### src/rtl/core/npcs_pkg.sv
package npcs_pkg;

    // Default palette depth; the top level parameter takes it from here.
    localparam int PALETTE_ENTRIES_DEF = 256;

    // Squared distance reported when no entry is searched.
    localparam logic [17:0] EMPTY_DISTANCE = 18'(256 * 256 * 3);

    // Command codes carried in the request beat.
    localparam logic CMD_WRITE = 1'b0;
    localparam logic CMD_QUERY = 1'b1;

    typedef struct packed {
        logic [7:0] red;
        logic [7:0] green;
        logic [7:0] blue;
    } rgb_t;

    typedef struct packed {
        logic       command;
        logic [7:0] red;
        logic [7:0] green;
        logic [7:0] blue;
        logic [7:0] entry_index;
        logic [7:0] range_start;
        logic [7:0] range_end;
    } request_t;

    typedef struct packed {
        logic [7:0]  best_index;
        logic [17:0] best_distance;
    } result_t;

    // Travels alongside each palette read through the distance pipeline.
    typedef struct packed {
        logic       valid;
        logic [7:0] index;
    } tag_t;

    typedef enum logic [2:0] {
        ST_CLEAR,
        ST_IDLE,
        ST_SCAN,
        ST_DRAIN,
        ST_DONE
    } state_t;

endpackage

### src/rtl/core/npcs_dist.sv
module npcs_dist (
    input  logic           clk,
    input  logic           rst_n,
    input  npcs_pkg::rgb_t color,
    input  npcs_pkg::rgb_t entry,
    input  npcs_pkg::tag_t tag_in,
    output npcs_pkg::tag_t tag_out,
    output logic [17:0]    distance,
    output logic           active
);

    // Three stages: absolute differences, squares, sum.
    npcs_pkg::rgb_t diff_reg, diff_next;
    npcs_pkg::tag_t tag1_reg, tag2_reg, tag3_reg;
    logic [15:0]    sq_r_reg, sq_g_reg, sq_b_reg;
    logic [15:0]    sq_r_next, sq_g_next, sq_b_next;
    logic [17:0]    sum_reg, sum_next;

    always_comb
    begin
        diff_next.red   = (color.red > entry.red) ? color.red - entry.red
                                                  : entry.red - color.red;
        diff_next.green = (color.green > entry.green) ? color.green - entry.green
                                                      : entry.green - color.green;
        diff_next.blue  = (color.blue > entry.blue) ? color.blue - entry.blue
                                                    : entry.blue - color.blue;
        sq_r_next = 16'(diff_reg.red) * 16'(diff_reg.red);
        sq_g_next = 16'(diff_reg.green) * 16'(diff_reg.green);
        sq_b_next = 16'(diff_reg.blue) * 16'(diff_reg.blue);
        sum_next  = 18'(sq_r_reg) + 18'(sq_g_reg) + 18'(sq_b_reg);
    end

    always_ff @(posedge clk or negedge rst_n)
    begin
        if (!rst_n)
        begin
            tag1_reg <= '0;
            tag2_reg <= '0;
            tag3_reg <= '0;
        end
        else
        begin
            tag1_reg <= tag_in;
            tag2_reg <= tag1_reg;
            tag3_reg <= tag2_reg;
        end
    end

    always_ff @(posedge clk)
    begin
        diff_reg <= diff_next;
        sq_r_reg <= sq_r_next;
        sq_g_reg <= sq_g_next;
        sq_b_reg <= sq_b_next;
        sum_reg  <= sum_next;
    end

    assign tag_out  = tag3_reg;
    assign distance = sum_reg;
    assign active   = tag1_reg.valid | tag2_reg.valid | tag3_reg.valid;

endmodule
### config.mk
export PLATFORM = sky130hd
export DESIGN_NAME = npcs_dist
export DESIGN_NICKNAME = d
export VERILOG_FILES = /design/src/rtl/core/npcs_pkg.sv /design/src/rtl/core/npcs_dist.sv
export SDC_FILE = /design/constraint.sdc
export NUM_CORES = 1
export LEC_CHECK = 0
export BUFFER_PORTS_ARGS = -buffer_cell sky130_fd_sc_hd__buf_2
export CORE_ASPECT_RATIO = 1.1
export CORE_MARGIN = 1.5
export CORE_UTILIZATION = 40
export DETAILED_ROUTE_END_ITERATION = 12
export PLACE_DENSITY = 0.58
export SLEW_MARGIN = 20
export SYNTH_ARGS = -nofsm -noshare
export SYNTH_HDL_FRONTEND = slang
export SYNTH_SLANG_ARGS = --single-unit
### constraint.sdc
create_clock -name clk -period 4.8 [get_ports clk]
set_input_delay 0.24 -clock clk [delete_from_list [all_inputs] [get_ports clk]]
set_output_delay 0.24 -clock clk [all_outputs]
set_load 0.1 [all_outputs]
# Yosys cells after proc, flatten, opt, wreduce, memory -nomap -nowiden
# Cells that the tools add are included.
totals:
  elab_cells: 32
  register_bits: 117
classes:
  n_mux: 3
  multipliers: 3
  n_lt_le_gt_ge: 3
  addsub: 8
  bitwise_logic: 2
op_table:
  columns: ["op", "n"]
  rows:
  - ["multiplier 8 x 8 -> 16 bit", 3]
  - ["subtractor 8 bit", 6]
  - ["> comparator 8 bit", 3]
  - ["two-way mux 8 bit", 3]
  - ["adder 17 x 16 -> 18 bit", 1]
  - ["adder 16 x 16 -> 17 bit", 1]
  - ["OR 1 bit", 2]

# Longest topological paths before layout
depth:
  word_depth: 2
  mapped_depth: 17
  mapped_depth_nobuf: 16

# Worst setup path before layout
# OpenSTA, ideal clock, no wires.
synth_path:
  path_kind: "reg-to-reg"
  from: "reg diff_reg[18] (netlist name)"
  to: "reg sq_r_reg[13]"
  path_stages_with_launch: 15
  required_time_ps: 4728
  path_slack_ps: 506
  synth_period_minus_slack_ps: 4294
  t_arrival_ps: 4222
  path_cell_list: "dfxtp_1 > clkbuf_1 > and2_1 > fa_1 > fa_1 > inv_1 > fa_1 > fa_1 > inv_1 > ha_1 > o21a_1 > a2111o_1 > a31o_2 > a21oi_2 > xnor2_1"
synth_via:
  elab_chain_cells: 1
synth_lines:
  columns: ["element", "line", "rtl"]
  rows:
  - ["start, declared", "npcs_dist.sv:13", "npcs_pkg::rgb_t diff_reg, diff_next;"]
  - ["start signal, assigned", "npcs_dist.sv:51", "diff_reg <= diff_next;"]
  - ["multiplier 8 x 8 -> 16 bit", "npcs_dist.sv:27", "sq_r_next = 16'(diff_reg.red) * 16'(diff_reg.red);"]
  - ["net sq_r_next[13]", "npcs_dist.sv:16", "logic [15:0] sq_r_next, sq_g_next, sq_b_next;"]
  - ["end signal, assigned", "npcs_dist.sv:52", "sq_r_reg <= sq_r_next;"]
  - ["end, declared", "npcs_dist.sv:15", "logic [15:0] sq_r_reg, sq_g_reg, sq_b_reg;"]
# The timed path passes the listed nets, and every way through them passes these cells.

# Final worst setup path
layout_path:
  from: "reg diff_reg[21] (netlist name)"
  to: "reg sq_r_reg[13]"
# Same word-level chain as after synthesis.

==> impl_results.md <==
- Crit Path Class: reg2reg
- Post-synthesis sequential area ratio: 23.60%
- Max-slew headroom: 62.67%
- Via total after detailed routing: 7045
- Chip height: about 170 um
- Cell Area, Synth: 10240 um^2
- Final setup fails: 0
- Inserted Clock Buffers: 17
- Clk_skew: 0.007773 ns
- Vias/cell: approximately 4.7
- Grt total ovfl: 0
- Placed insts: 1444
- Critical path, cell by cell: inv_1 -> nor2_1 -> fa_1 -> fa_1 -> inv_1 -> fa_1 -> fa_1 -> inv_1 -> ha_1 -> o21a_1 -> a2111o_1 -> a31o_2 -> a21oi_2 -> xnor2_1
- Die width: 155.6 um
- Final routed DRC violation total: 0
- NumNets Final: roughly 1500
- Root Driver: clkbuf_16
- Hold Path Class: in2reg
- Hpwl dp: 15830 um
- Post-Syn Instances: about 1100
- Max FO, Critical Path: 8
- CTS sink count: roughly 110
- Slowest CP cell: fa_1
- Worst Setup End Kind: register
- Count leader, synth: inv_1
- Initial antenna violation count: 0
- Placed inst area: approximately 11000 um^2
- First-pass GRT wire length: around 32000 um
- CP Data Required Time: 5.13 ns
- Resized Gates After CTS: 0
- Worst slew pin tran: approximately 0.56 ns
- Status: complete, no violations
- Final number of hold-violating endpoints: 0
- Clk buf depth: 2
- Post-route ant nets: 0
- Core Area: 25190 um^2
- Top cell by count, worst path: fa_1
- Avg Inst Size Synth: a little under 10 um^2
- Yosys top cell area share: 18.96%
- Synth top cells by count: inv_1 (189), ha_1 (148), fa_1 (97), dfxtp_1 (87), and2_1 (70)
- Crit path time final: 4.435 ns
- Antenna diodes: 0
- GPL Wtd Cong: about 0.81
- Port bufs: 86
- DR WL/cell: 12.72 um
- RSZ-0062 raised after global routing: no
- Vias in the first global route: 7124
- Yosys reg bits: 114
- Largest net degree at the start of global routing: 28
- GRT Total Usage: 15.22%
- Max FFs per register: 24
- Detailed Route WL: 18900 um
- Max cap viols: 0
- Slew Limit Fails: 0
- Initial Util: approximately two fifths
- Clk_lat worst skew: 0.41 ns
- Share of cells above drive strength 1: 12.38%
- Fin crit share: ~92%
- Post-synth ARST share: a little under a quarter
- Setup TNS: 0 ns
- Primary FF master, synth: dfxtp_1
- DRT iter0 DRCs: 219
- Rows: 61
- Layout Cells excl Fill: 1486
- Die Area: 26580 um^2
- YS warnings: 0
- Fill count: about 2400
- Synth area leaders: fa_1 (19%), ha_1 (18%), dfxtp_1 (17%)
- Startpoint types: register
- Crit path DAT: 4.77 ns
- Leading area contributor after synthesis: fa_1
- CTS tree: done
- Clock transition at the registers of the reported paths: 0.06 ns
- Yosys cell types: 55
- Area growth, synth to finish: 14.12%
- Design Area, Final: approximately 12000 um^2
- H-Tree Depth: 4
- Fmax: 0.2255 GHz
- Worst path max stage delay: 0.55 ns
- Number of synthesized flops with an enable pin: 0
- Initial DRT Pass Iterations: 4
- Io pins: 87
[cell families after synthesis]
kind of cell    Yosys count  synth area share (%)
fa+ha+maj               245                 37.03
other cells               1               0.03661
mux                      24                 2.345
xor+xnor                 80                 6.840
buf+inv                 201                 7.439
compound gates          168                 11.23
simple gates            219                 11.48
flops                   114                 23.60
[through the flow]
step	hold slack [ns]	setup WS [ns]	utilization, %
finish	0.1422	0.3655	46.41
global route	0.1504	0.1278	46.41
CTS	0.1222	0.3707	46.41
detailed placement	0.2696	0.3862	43.80
global placement	0.2639	0.4889	43.80
floorplan	-0.05559	0.5062	-
[path summary, 6_finish.rpt]
path                            slack [ns]           end  cells past startpoint    startpoint
worst max-delay path                  0.37  sq_r_reg[13]                     14  diff_reg[21]
worst min-delay path                  0.14  diff_reg[16]                      3     entry[16]
worst max register to register        0.37  sq_r_reg[13]                     14  diff_reg[21]
worst min register to register        0.34    tag_out[1]                      0   tag2_reg[1]
max in group asynchronous             4.05   tag2_reg[7]                      2         rst_n
min in group asynchronous             0.37    tag_out[8]                      2         rst_n
[critical path: cells and delay by family, from the launching register on]
family | cells | cell delay (ns)
DFF | 1 | 0.45
and+or+nand+nor | 1 | 0.22
AOI/OAI and AO/OA | 4 | 0.98
buffers and inverters | 3 | 0.24
xor gates and xnor gates | 1 | 0.12
adders and majority gates | 5 | 2.35
[area by class of cell]
cell class / count / area [um^2] / area share, %
clock buffers: 18 / 429.2 / 3.671
flip-flops and latches: 114 / 2417 / 20.68
multi-input cells: 739 / 7072 / 60.49
well taps: 315 / 394.1 / 3.371
inverters: 189 / 709.4 / 6.069
repair buffers: 97 / 538.0 / 4.602
clock inverters: 14 / 130.1 / 1.113
[layout by cell type, fill, tap and decap left out, types with 4 or more instances in the layout]
master,count
inv_6,5
dlygate4sd3_1,10
and3_1,7
dfrtp_1,27
a221oi_1,4
nor3_1,6
xnor2_1,48
a21oi_2,5
o21bai_1,7
xor2_1,32
a211oi_1,12
fa_1,97
dfxtp_1,87
o21a_1,4
nand2b_1,14
a21o_1,11
or2_2,8
a21boi_0,4
clkinvlp_4,5
and2_1,70
o21ai_0,27
o21ai_1,5
nand3_1,7
nor2_1,34
nand4_1,5
o211ai_1,5
nor2b_1,19
inv_1,189
ha_1,148
mux2i_1,24
nand2_1,40
buf_2,86
a21oi_1,51
clkbuf_16,17
[repair_timing]
item                       CTS  global route
hold buffers                10             0
setup endpoints to repair    0             0
setup buffers                0             0
hold endpoints to repair    36             0
[per-layer routing]
layer | vias up | GRT usage (%) | share of wire (%)
li1 | 3630 | - | -
met3 | 12 | 2.280 | 2.8
met2 | 99 | 26.61 | 49
met1 | 3304 | 19.24 | 47
met4 | 0 | 4.969 | 1.2
met5 | - | 0 | 0
Power is left out: the tool's default activity adds up to more than one toggle a clock period on the data nets, which glitch-free logic cannot reach.
